### src/rbsi_pkg.sv
// Package for the ray/box slab test: widths, sentinels and shared types.
// Used by every module of the block; depends on nothing.
`timescale 1ns / 1ps
`default_nettype none
package rbsi_pkg;

  localparam int FRAC_BITS = 16;
  localparam int AXES      = 3;
  localparam int LANES     = 2 * AXES;
  localparam int FLD_W     = 32;
  // |corner - origin| < 2^32 and |dir| <= 2^31 both fit in 32 unsigned bits
  localparam int NUM_W     = 32;
  localparam int DEN_W     = 32;
  localparam int REM_W     = DEN_W;
  localparam int QW        = NUM_W + FRAC_BITS;   // quotient magnitude bits
  localparam int QS_W      = QW + 1;              // signed quotient
  localparam int DIV_LAT   = QW + 1;              // bit stages plus sign stage
  localparam int RED_LAT   = 4;
  localparam int LAST      = DIV_LAT + RED_LAT;   // index of the output stage

  typedef logic signed [QS_W-1:0] quo_t;

  // Quotients stay strictly inside (-2^(QS_W-1), 2^(QS_W-1)), so the extremes
  // stand in for minus and plus infinity.
  localparam quo_t NEG_SENT = {1'b1, {(QS_W-1){1'b0}}};
  localparam quo_t POS_SENT = {1'b0, {(QS_W-1){1'b1}}};
  localparam quo_t Q_MAX_W  = {{(QS_W-31){1'b0}}, {31{1'b1}}};
  localparam quo_t Q_MIN_W  = {{(QS_W-31){1'b1}}, {31{1'b0}}};

  typedef struct packed {
    logic [AXES-1:0] dir_zero;
    logic            outside;
  } slab_flags_t;

endpackage
`default_nettype wire

### src/rbsi_reduce.sv
// Slab reduction: order per axis, max entry / min exit over axes, hit test
// and saturation into the output register. Depends on rbsi_pkg.
`timescale 1ns / 1ps
`default_nettype none
module rbsi_reduce
  import rbsi_pkg::*;
(
  input  wire logic        clk_i,
  input  wire logic        en_i,
  input  wire quo_t        lo_i [AXES],
  input  wire quo_t        hi_i [AXES],
  input  wire slab_flags_t flags_i,
  output logic             hit_o,
  output logic [FLD_W-1:0] t_entry_o
);

  quo_t tn_q [AXES];
  quo_t tf_q [AXES];
  logic out1_q;
  quo_t e01_q, l01_q, tn2_q, tf2_q;
  logic out2_q;
  quo_t entry_q, leave_q;
  logic out3_q;
  logic hit_q;
  logic [FLD_W-1:0] t_entry_q;

  quo_t e01_d, l01_d, entry_d, leave_d;

  always_ff @(posedge clk_i) begin
    if (en_i) begin
      for (int a = 0; a < AXES; a++) begin
        if (flags_i.dir_zero[a]) begin
          tn_q[a] <= NEG_SENT;
          tf_q[a] <= POS_SENT;
        end else if (lo_i[a] < hi_i[a]) begin
          tn_q[a] <= lo_i[a];
          tf_q[a] <= hi_i[a];
        end else begin
          tn_q[a] <= hi_i[a];
          tf_q[a] <= lo_i[a];
        end
      end
      out1_q <= flags_i.outside;
    end
  end

  assign e01_d = (tn_q[0] > tn_q[1]) ? tn_q[0] : tn_q[1];
  assign l01_d = (tf_q[0] < tf_q[1]) ? tf_q[0] : tf_q[1];

  always_ff @(posedge clk_i) begin
    if (en_i) begin
      e01_q  <= e01_d;
      l01_q  <= l01_d;
      tn2_q  <= tn_q[2];
      tf2_q  <= tf_q[2];
      out2_q <= out1_q;
    end
  end

  assign entry_d = (e01_q > tn2_q) ? e01_q : tn2_q;
  assign leave_d = (l01_q < tf2_q) ? l01_q : tf2_q;

  always_ff @(posedge clk_i) begin
    if (en_i) begin
      entry_q <= entry_d;
      leave_q <= leave_d;
      out3_q  <= out2_q;
    end
  end

  always_ff @(posedge clk_i) begin
    if (en_i) begin
      hit_q <= !out3_q && (leave_q >= entry_q) && (entry_q > quo_t'(0));
      if (entry_q > Q_MAX_W)      t_entry_q <= Q_MAX_W[FLD_W-1:0];
      else if (entry_q < Q_MIN_W) t_entry_q <= Q_MIN_W[FLD_W-1:0];
      else                        t_entry_q <= entry_q[FLD_W-1:0];
    end
  end

  assign hit_o     = hit_q;
  assign t_entry_o = t_entry_q;

endmodule
`default_nettype wire

### config.mk
export PLATFORM = sky130hd
export DESIGN_NAME = rbsi_reduce
export DESIGN_NICKNAME = d
export VERILOG_FILES = /design/src/rbsi_pkg.sv /design/src/rbsi_reduce.sv
export SDC_FILE = /design/constraint.sdc
export NUM_CORES = 1
export LEC_CHECK = 0
export BUFFER_PORTS_ARGS = -buffer_cell sky130_fd_sc_hd__clkbuf_2
export CAP_MARGIN = 5
export CORE_AREA = 5 5 263 291
export DETAILED_ROUTE_END_ITERATION = 12
export DIE_AREA = 0 0 268 296
export PLACE_DENSITY = 0.69
export SKIP_CTS_REPAIR_TIMING = 1
export SYNTH_ARGS = -nofsm -noshare
export SYNTH_HDL_FRONTEND = slang
export SYNTH_SLANG_ARGS = --single-unit
export TNS_END_PERCENT = 20
### constraint.sdc
create_clock -name clk_i -period 4.6 [get_ports clk_i]
set_clock_uncertainty 0.1 [all_clocks]
set_input_delay 0.46 -clock clk_i [delete_from_list [all_inputs] [get_ports clk_i]]
set_output_delay 0.46 -clock clk_i [all_outputs]
set_load 0.01 [all_outputs]
== After elaboration in Yosys (flattened, before gate mapping) ==
Memory sizes are Yosys's and may differ from the RTL's. A register that Yosys moved wholly into a read port is not among the register bits.
Cells that the tools add are included.
Storage, ports and cells
  flip-flop bits (word level): 232
  memories: 2
  bits in writable memories: 294
  input bits: 300
  output and inout port bits: 33
  word-level logic and storage cells: 87
Memory list
  tf_q: depth 3, bits a word 49, read ports 3, clocked after Yosys merged registers in 1, wr ports 3, RTL line rbsi_reduce.sv:18  | quo_t tf_q [AXES];
  tn_q: depth 3, bits a word 49, read ports 3, clocked after Yosys merged registers in 1, wr ports 3, RTL line rbsi_reduce.sv:17  | quo_t tn_q [AXES];
Cells by class
  mux-type cells: 50
  reductions and logical operators: 3
  $lt $le $gt $ge: 11
  bitwise gates (word level): 12
Operator list (count)
  two-way mux 49 bit: 16
  < comparator 49 bit: 5
  > comparator 49 bit: 2
  >= comparator 49 bit: 1
  > comparator 49 x 1 -> 1 bit (second input constant): 1
  > comparator 49 x 32 -> 1 bit (second input constant): 1
  < comparator 49 x 32 -> 1 bit (second input constant): 1
  two-way mux 1 bit: 33
  two-way mux 32 bit: 1
  bitwise OR 1 bit: 12
  logical AND 1 bit: 2
  logical NOT 1 bit: 1

== Depth between registers and ports, before layout ==
Gate-level depths: netlist of the first run.
  depth after elaboration: 7
  mapped depth: 13
  gate-level depth less buffers: 10

== Worst setup path before layout of the first run ==
No wires, ideal clock.
  kind: in2reg
  start: in en_i
  end: mem tf_q[0][0] (netlist name) (enable)
  library setup time: 0.492 ns
  data required time: 4.008 ns
  stages on the path: 1
  arrival: 3.115 ns
  path buffers: 1
  slack: 0.893 ns
  cell sequence: clkbuf_1
RTL lines
  from (decl): RTL line rbsi_reduce.sv:9  | input wire logic en_i,
  to (decl): RTL line rbsi_reduce.sv:18

==> results of run 1 <==
flip-flops by register name, indices dropped and copies added, names as in the netlist:
name	cells
e01_q	49
entry_q	49
tf_q	147
out1_q	1
leave_q	49
out2_q	1
tn_q	147
tn2_q	49
out3_q	1
tf2_q	49
hit_o	1
l01_q	49
t_entry_o	32
critical path: stages, from the launching register on:
cell      delay (ps)
edfxtp_1         470
ha_1             400
nand4_1          150
nor4_1           840
nand3_1          200
o31ai_1          480
mux2_2           250
buf_4            350
mux2_2           420
routing by layer:
metal,track usage,part of all wire
met4,0.0987,0.042
met2,0.374,0.45
met3,0.0408,0.075
met1,0.343,0.44
met5,0,0.00028
final timing paths:
kind	endpoint
max	l01_q[0]
min	tn_q[1][34]
max reg2reg	l01_q[0]
min reg2reg	tn2_q[33]
cells by family after synthesis:
kind of cell,share of synthesized area
AND/OR/NAND/NOR,0.0921
buffers and inverters,0.0600
AO/OA/AOI/OAI,0.108
flip-flops,0.517
adder cells (fa/ha/maj),0.134
XOR/XNOR,0.000483
multiplexers,0.0890
Yosys cell counts, types with 3 or more instances:
library cell / number
a2111oi_0: 5
ha_1: 387
o31ai_1: 5
mux2_4: 10
o311ai_1: 46
mux2_1: 20
o211ai_1: 60
mux2_2: 166
nand2b_1: 9
nor3_1: 11
o21a_1: 4
nor4_1: 21
and4_1: 9
clkbuf_1: 99
nand3_1: 120
o21ai_0: 152
a31oi_1: 6
a211oi_1: 16
inv_1: 395
a21o_1: 70
o31a_1: 3
nor2b_1: 24
nor2_1: 194
nand2_1: 248
edfxtp_1: 624
mux2i_1: 98
a221oi_1: 4
o21ai_1: 52
buf_1: 9
a41oi_1: 3
nand4_1: 79
buf_2: 28
buf_6: 8
buf_4: 5
a21oi_1: 176
metrics by stage:
stage          instances  worst slack (ps)  power, mW
2_1_floorplan       3211               893       9.87
3_3_place_gp        4402               441       11.1
3_5_place_dp        4402               376       11.2
4_1_cts             4516               724       16.5
5_1_grt             4519               576       17.2
6_report            4523               650       16.4
power by group:
part | internal [mW] | leakage, nW | switching [mW]
logic | 1.54 | 10.7 | 2.04
registers | 7.11 | 6.11 | 0.455
clock network | 3.07 | 1.03 | 2.17
area by class of cell:
class	count	area (sq um)
fillers	6099	31600
diodes	6	15.0
well taps	954	1190
inverters	396	1490
clock inverters	33	282
multi-input cells	2041	15500
repair buffers	388	2260
flip-flops and latches	624	18700
clock buffers	81	1810
==> impl_metrics.yaml, run 1 <==
route:
  routed_wirelength_um: 97600
  detail_route.drc_violations: 0
  drt_first_iter_violations: 2121
  drt-wirelength-per-cell_um: 21.6
  vias_per_cell: 5.72
  via_count: 25900
  firstDrtPassIters: 6
  postRouteAntennaNets: 0
sta:
  finalHoldViolCount: 0
  fmax_mhz: 253
  grt_setup_unrepaired: "no"
  final-max-slew-violation-count: 0
  min_period_over_period: 0.859
  min_period_ps: 3950
  finalSetupViolCount: 0
  worst_hold_slack_across_all_endpoints_ps: 82.6
  tns_ps: 0
  worst_slew_margin_rel: 0.232
  timing_worst_slew_pin_value_ps: 1150
synth:
  synth-warning-count: 0
  synth-edff-count: 624
  synth_cell_types: 68
  syn_area_sq_um: 36200
  synth_top_flop_cell: "edfxtp_1"
  postSynthRegisterBits: 624
  synth-seq-area-share: 0.517
  yosysTopAreaCell: "edfxtp_1"
  async_flop_share: 0
  postSynthAreaPerCell_sq_um: 11.3
  postSynthCellCount: 3211
  synth_top_cell_area_share: 0.517
  syn_nets: 3898
  synthTopCellsByArea: "edfxtp_1 (52%), ha_1 (13%), mux2_2 (5.2%), inv_1 (4.1%), mux2i_1 (2.7%)"
place:
  hpwlAfterDp_um: 75500
  buffer_ports.inserted: 332
  dpl_cell_area_sq_um: 39100
  routabilityCongestion: 0.901
floorplan:
  placement_rows: 104
  dieArea_sq_um: 79300
  die_width_um: 268
  floorplan.io_pins: 333
  start_util: 0.497
  design.core.area_sq_um: 72900
  die_h_um: 296
setup_path:
  cp_max_fo: 26
  path_type_of_the_worst_setup_path: "reg2reg"
  worst_r2r_setup_slack_ps: 650
  worstPathArrival_ps: 4180
  reg2reg_from: "tf_q[0][48]"
  worstRegToRegCells: 8
  critical_path.startpoint: "tf_q[0][48]"
  end_kind: "flip-flop"
  critical_path_required_ps: 4830
  critPathLaunchType: "flip-flop"
cts:
  htreeDepth: 3
  worst_skew_pair.late_latency_ps: 600
  clk_pin_slew_worst_paths_ps: 60
  number_of_buffers_added_by_the_clock_tree_synthesis_step: 67
  cts_tree: "done"
  buffers_from_clock_root_to_sink_at_most: 3
  clkSinkCount: 624
  clk_root_buffer_cell: "clkbuf_16"
global_route:
  grt_overflow: 0
  grt_start_max_net_pins: 170
  grt_first_pass_wirelength_um: 146000
  grt_use_total: 0.242
  first_global_vias: 24800
  grt_antenna_before_repair: 12
job:
  timing.max_cap.violations: 0
hold_path:
  min_path_cells: 3
  worst_hold_path_type: "in2reg"
  min_from: "hi_i[83]"
final_layout:
  nNetsFinal: 4205
  design_area_sq_um: 41200
  mostFrequentLayoutCell: "edfxtp_1"
  drive_gt1_frac: 0.190
  postLayoutCoreUtil: 0.566
  syn_to_final_growth_pct: 13.8
  final_cell_mix: "edfxtp_1 (624), inv_1 (395), ha_1 (387)"
power_and_ir_drop:
  cellLeakagePower_nw: 17.8
  power_per_cell_area_nw_per_um2: 397
  irDropWorstVdd_uv: 289
run_status:
  status: "completed"
Power figures use the tool's default switching activity.
==> inputs of run 2 (changes only) <==
Settings changed: RECOVER_POWER from default to 100.
==> run 2 against run 1 <==
Against the previous run: the flow now finishes with violations (capacitance limit, slew limit); sequential power barely moved; wire length rose by 0.11%; critical endpoint is now l01_q[41]; combinational power is 3% lower; count of clock-buffer cells in the layout unchanged; clock power hardly changed; die area did not move; global-route usage unchanged; core utilization decreased by 0.31 points; final area fell by 0.54%; setup slack worse by 220 ps; register-to-register slack got worse by 220 ps.
==> impl_metrics.yaml, run 2 (synthesized netlist as in run 1, its figures left out) <==
run_status:
  status: "finished with violations"
  violations: "capacitance limit, slew limit"
final_layout:
  postLayoutCoreUtil: 0.563
  drive_gt1_frac: 0.163
  multiInputGateArea_sq_um: 15400
  mostFrequentLayoutCell: "edfxtp_1"
  fin_cells: 4524
  seqCellArea_sq_um: 18700
  reg_top3: "tf_q (147), tn_q (147)"
  nNetsFinal: 4205
  design_area_sq_um: 41000
  final_cell_mix: "edfxtp_1 (624), inv_1 (395), ha_1 (387)"
  layout.filler_cells: 6152
  syn_to_final_growth_pct: 13.2
floorplan:
  placement_rows: 104
  design.core.area_sq_um: 72900
  dieArea_sq_um: 79300
  die_width_um: 268
  floorplan.io_pins: 333
  start_util: 0.497
  die_h_um: 296
route:
  drt_first_iter_violations: 2181
  vias_per_cell: 5.70
  detail_route.drc_violations: 0
  via_count: 25800
  routed_wirelength_um: 97700
  drt-wirelength-per-cell_um: 21.6
  postRouteAntennaNets: 0
  firstDrtPassIters: 6
sta:
  min_period_over_period: 0.905
  finalSetupViolCount: 0
  finalHoldViolCount: 0
  worst_slew_margin_rel: -1.61
  tns_ps: 0
  min_period_ps: 4160
  fmax_mhz: 240
  timing_worst_slew_pin_value_ps: 3910
  grt_setup_unrepaired: "no"
  final-max-slew-violation-count: 514
global_route:
  grt_start_max_net_pins: 170
  grt_first_pass_wirelength_um: 146000
  grt_use_total: 0.242
  first_global_vias: 24800
  grt_overflow: 0
  grt_antenna_before_repair: 12
cts:
  worst_skew_pair.late_latency_ps: 600
  clk_root_buffer_cell: "clkbuf_16"
  htreeDepth: 3
  number_of_buffers_added_by_the_clock_tree_synthesis_step: 67
  clkSinkCount: 624
  clk_pin_slew_worst_paths_ps: 60
  cts_tree: "done"
  buffers_from_clock_root_to_sink_at_most: 3
setup_path:
  critPathLaunchType: "flip-flop"
  path_type_of_the_worst_setup_path: "reg2reg"
  cp_max_fo: 23
  end_kind: "flip-flop"
  worstPathArrival_ps: 4400
  critical_path_required_ps: 4840
power_and_ir_drop:
  comb_power_share: 0.213
  irDropWorstVdd_uv: 288
  netSwitchingFraction: 0.285
  power_report.internal_total_mw: 11.7
  cellLeakagePower_nw: 17.6
  power_per_cell_area_nw_per_um2: 398
  post-layout-total-power_mw: 16.3
  clock_power_share: 0.322
  sequential_fraction_of_design_power: 0.465
  total_switching_power_mw: 4.65
hold_path:
  worst_hold_path_type: "in2reg"
job:
  timing.max_cap.violations: 7
place:
  routabilityCongestion: 0.901
  place.detailed.instances: 4402
  buffer_ports.inserted: 332
  dpl_cell_area_sq_um: 39100
  hpwlAfterDp_um: 75500
[run 2: changes by cell type in the layout (fill, tap and decap cells not counted), moves of 4 or more]
| cell | previous run | this run |
|---|---|---|
| buf_12 | 13 | 9 |
| buf_4 | 42 | 20 |
| clkbuf_1 | 10 | 62 |
| clkbuf_2 | 331 | 304 |
| mux2_1 | 20 | 60 |
| mux2_2 | 166 | 132 |
| mux2_4 | 10 | 4 |
| o311ai_0 | 2 | 44 |
| o311ai_1 | 46 | 4 |
[run 2: layout make-up]
type / instances / area share
diodes: 7 / 0.000427
clock buffers: 81 / 0.0442
clock inverters: 33 / 0.00686
inverters: 396 / 0.0362
multi-input cells: 2041 / 0.376
flip-flops and latches: 624 / 0.457
well taps: 954 / 0.0291
repair buffers: 388 / 0.0506
[run 2: routing by layer]
metal  vias up  global-route usage  part of all wire
met5         -                   0           0.00028
met4         4              0.0987             0.043
met3       173              0.0408             0.080
met2       926               0.374              0.45
met1     12300               0.343              0.43
li1      12400                   -                 -
[run 2: final timing paths]
kind	startpoint	to	slack [ps]	cells past startpoint
max	tf_q[0][48]	l01_q[41]	440	8
min reg2reg	tn_q[2][33]	tn2_q[33]	310	0
min	hi_i[83]	tn_q[1][34]	90	3
max reg2reg	tf_q[0][48]	l01_q[41]	440	8
[run 2: stage by stage]
step	hold slack (ps)	worst slack (ps)
2_1_floorplan	300	893
3_3_place_gp	301	441
3_5_place_dp	305	376
4_1_cts	-88.6	724
5_1_grt	87.5	295
6_report	85.4	435
[run 2: worst max-delay path, cell delays in order (launching register included)]
cell      delay, ps
edfxtp_1        460
ha_1            390
nand4_1         150
nor4_1          800
nand3_1         200
o31ai_1         480
mux2_1          390
clkbuf_2        430
mux2_1          500
[run 2: power groups by stage]
| stage | Sequential [mW] | Clock (mW) | Combinational [mW] |
|---|---|---|---|
| final | 7.59 | 5.24 | 3.48 |
| after floorplan | 7.44 | 0 | 2.43 |
| after detailed placement | 7.67 | 0 | 3.55 |
| after CTS | 7.56 | 5.34 | 3.58 |
| after global placement | 7.66 | 0 | 3.49 |
| after global routing | 7.64 | 5.55 | 3.88 |
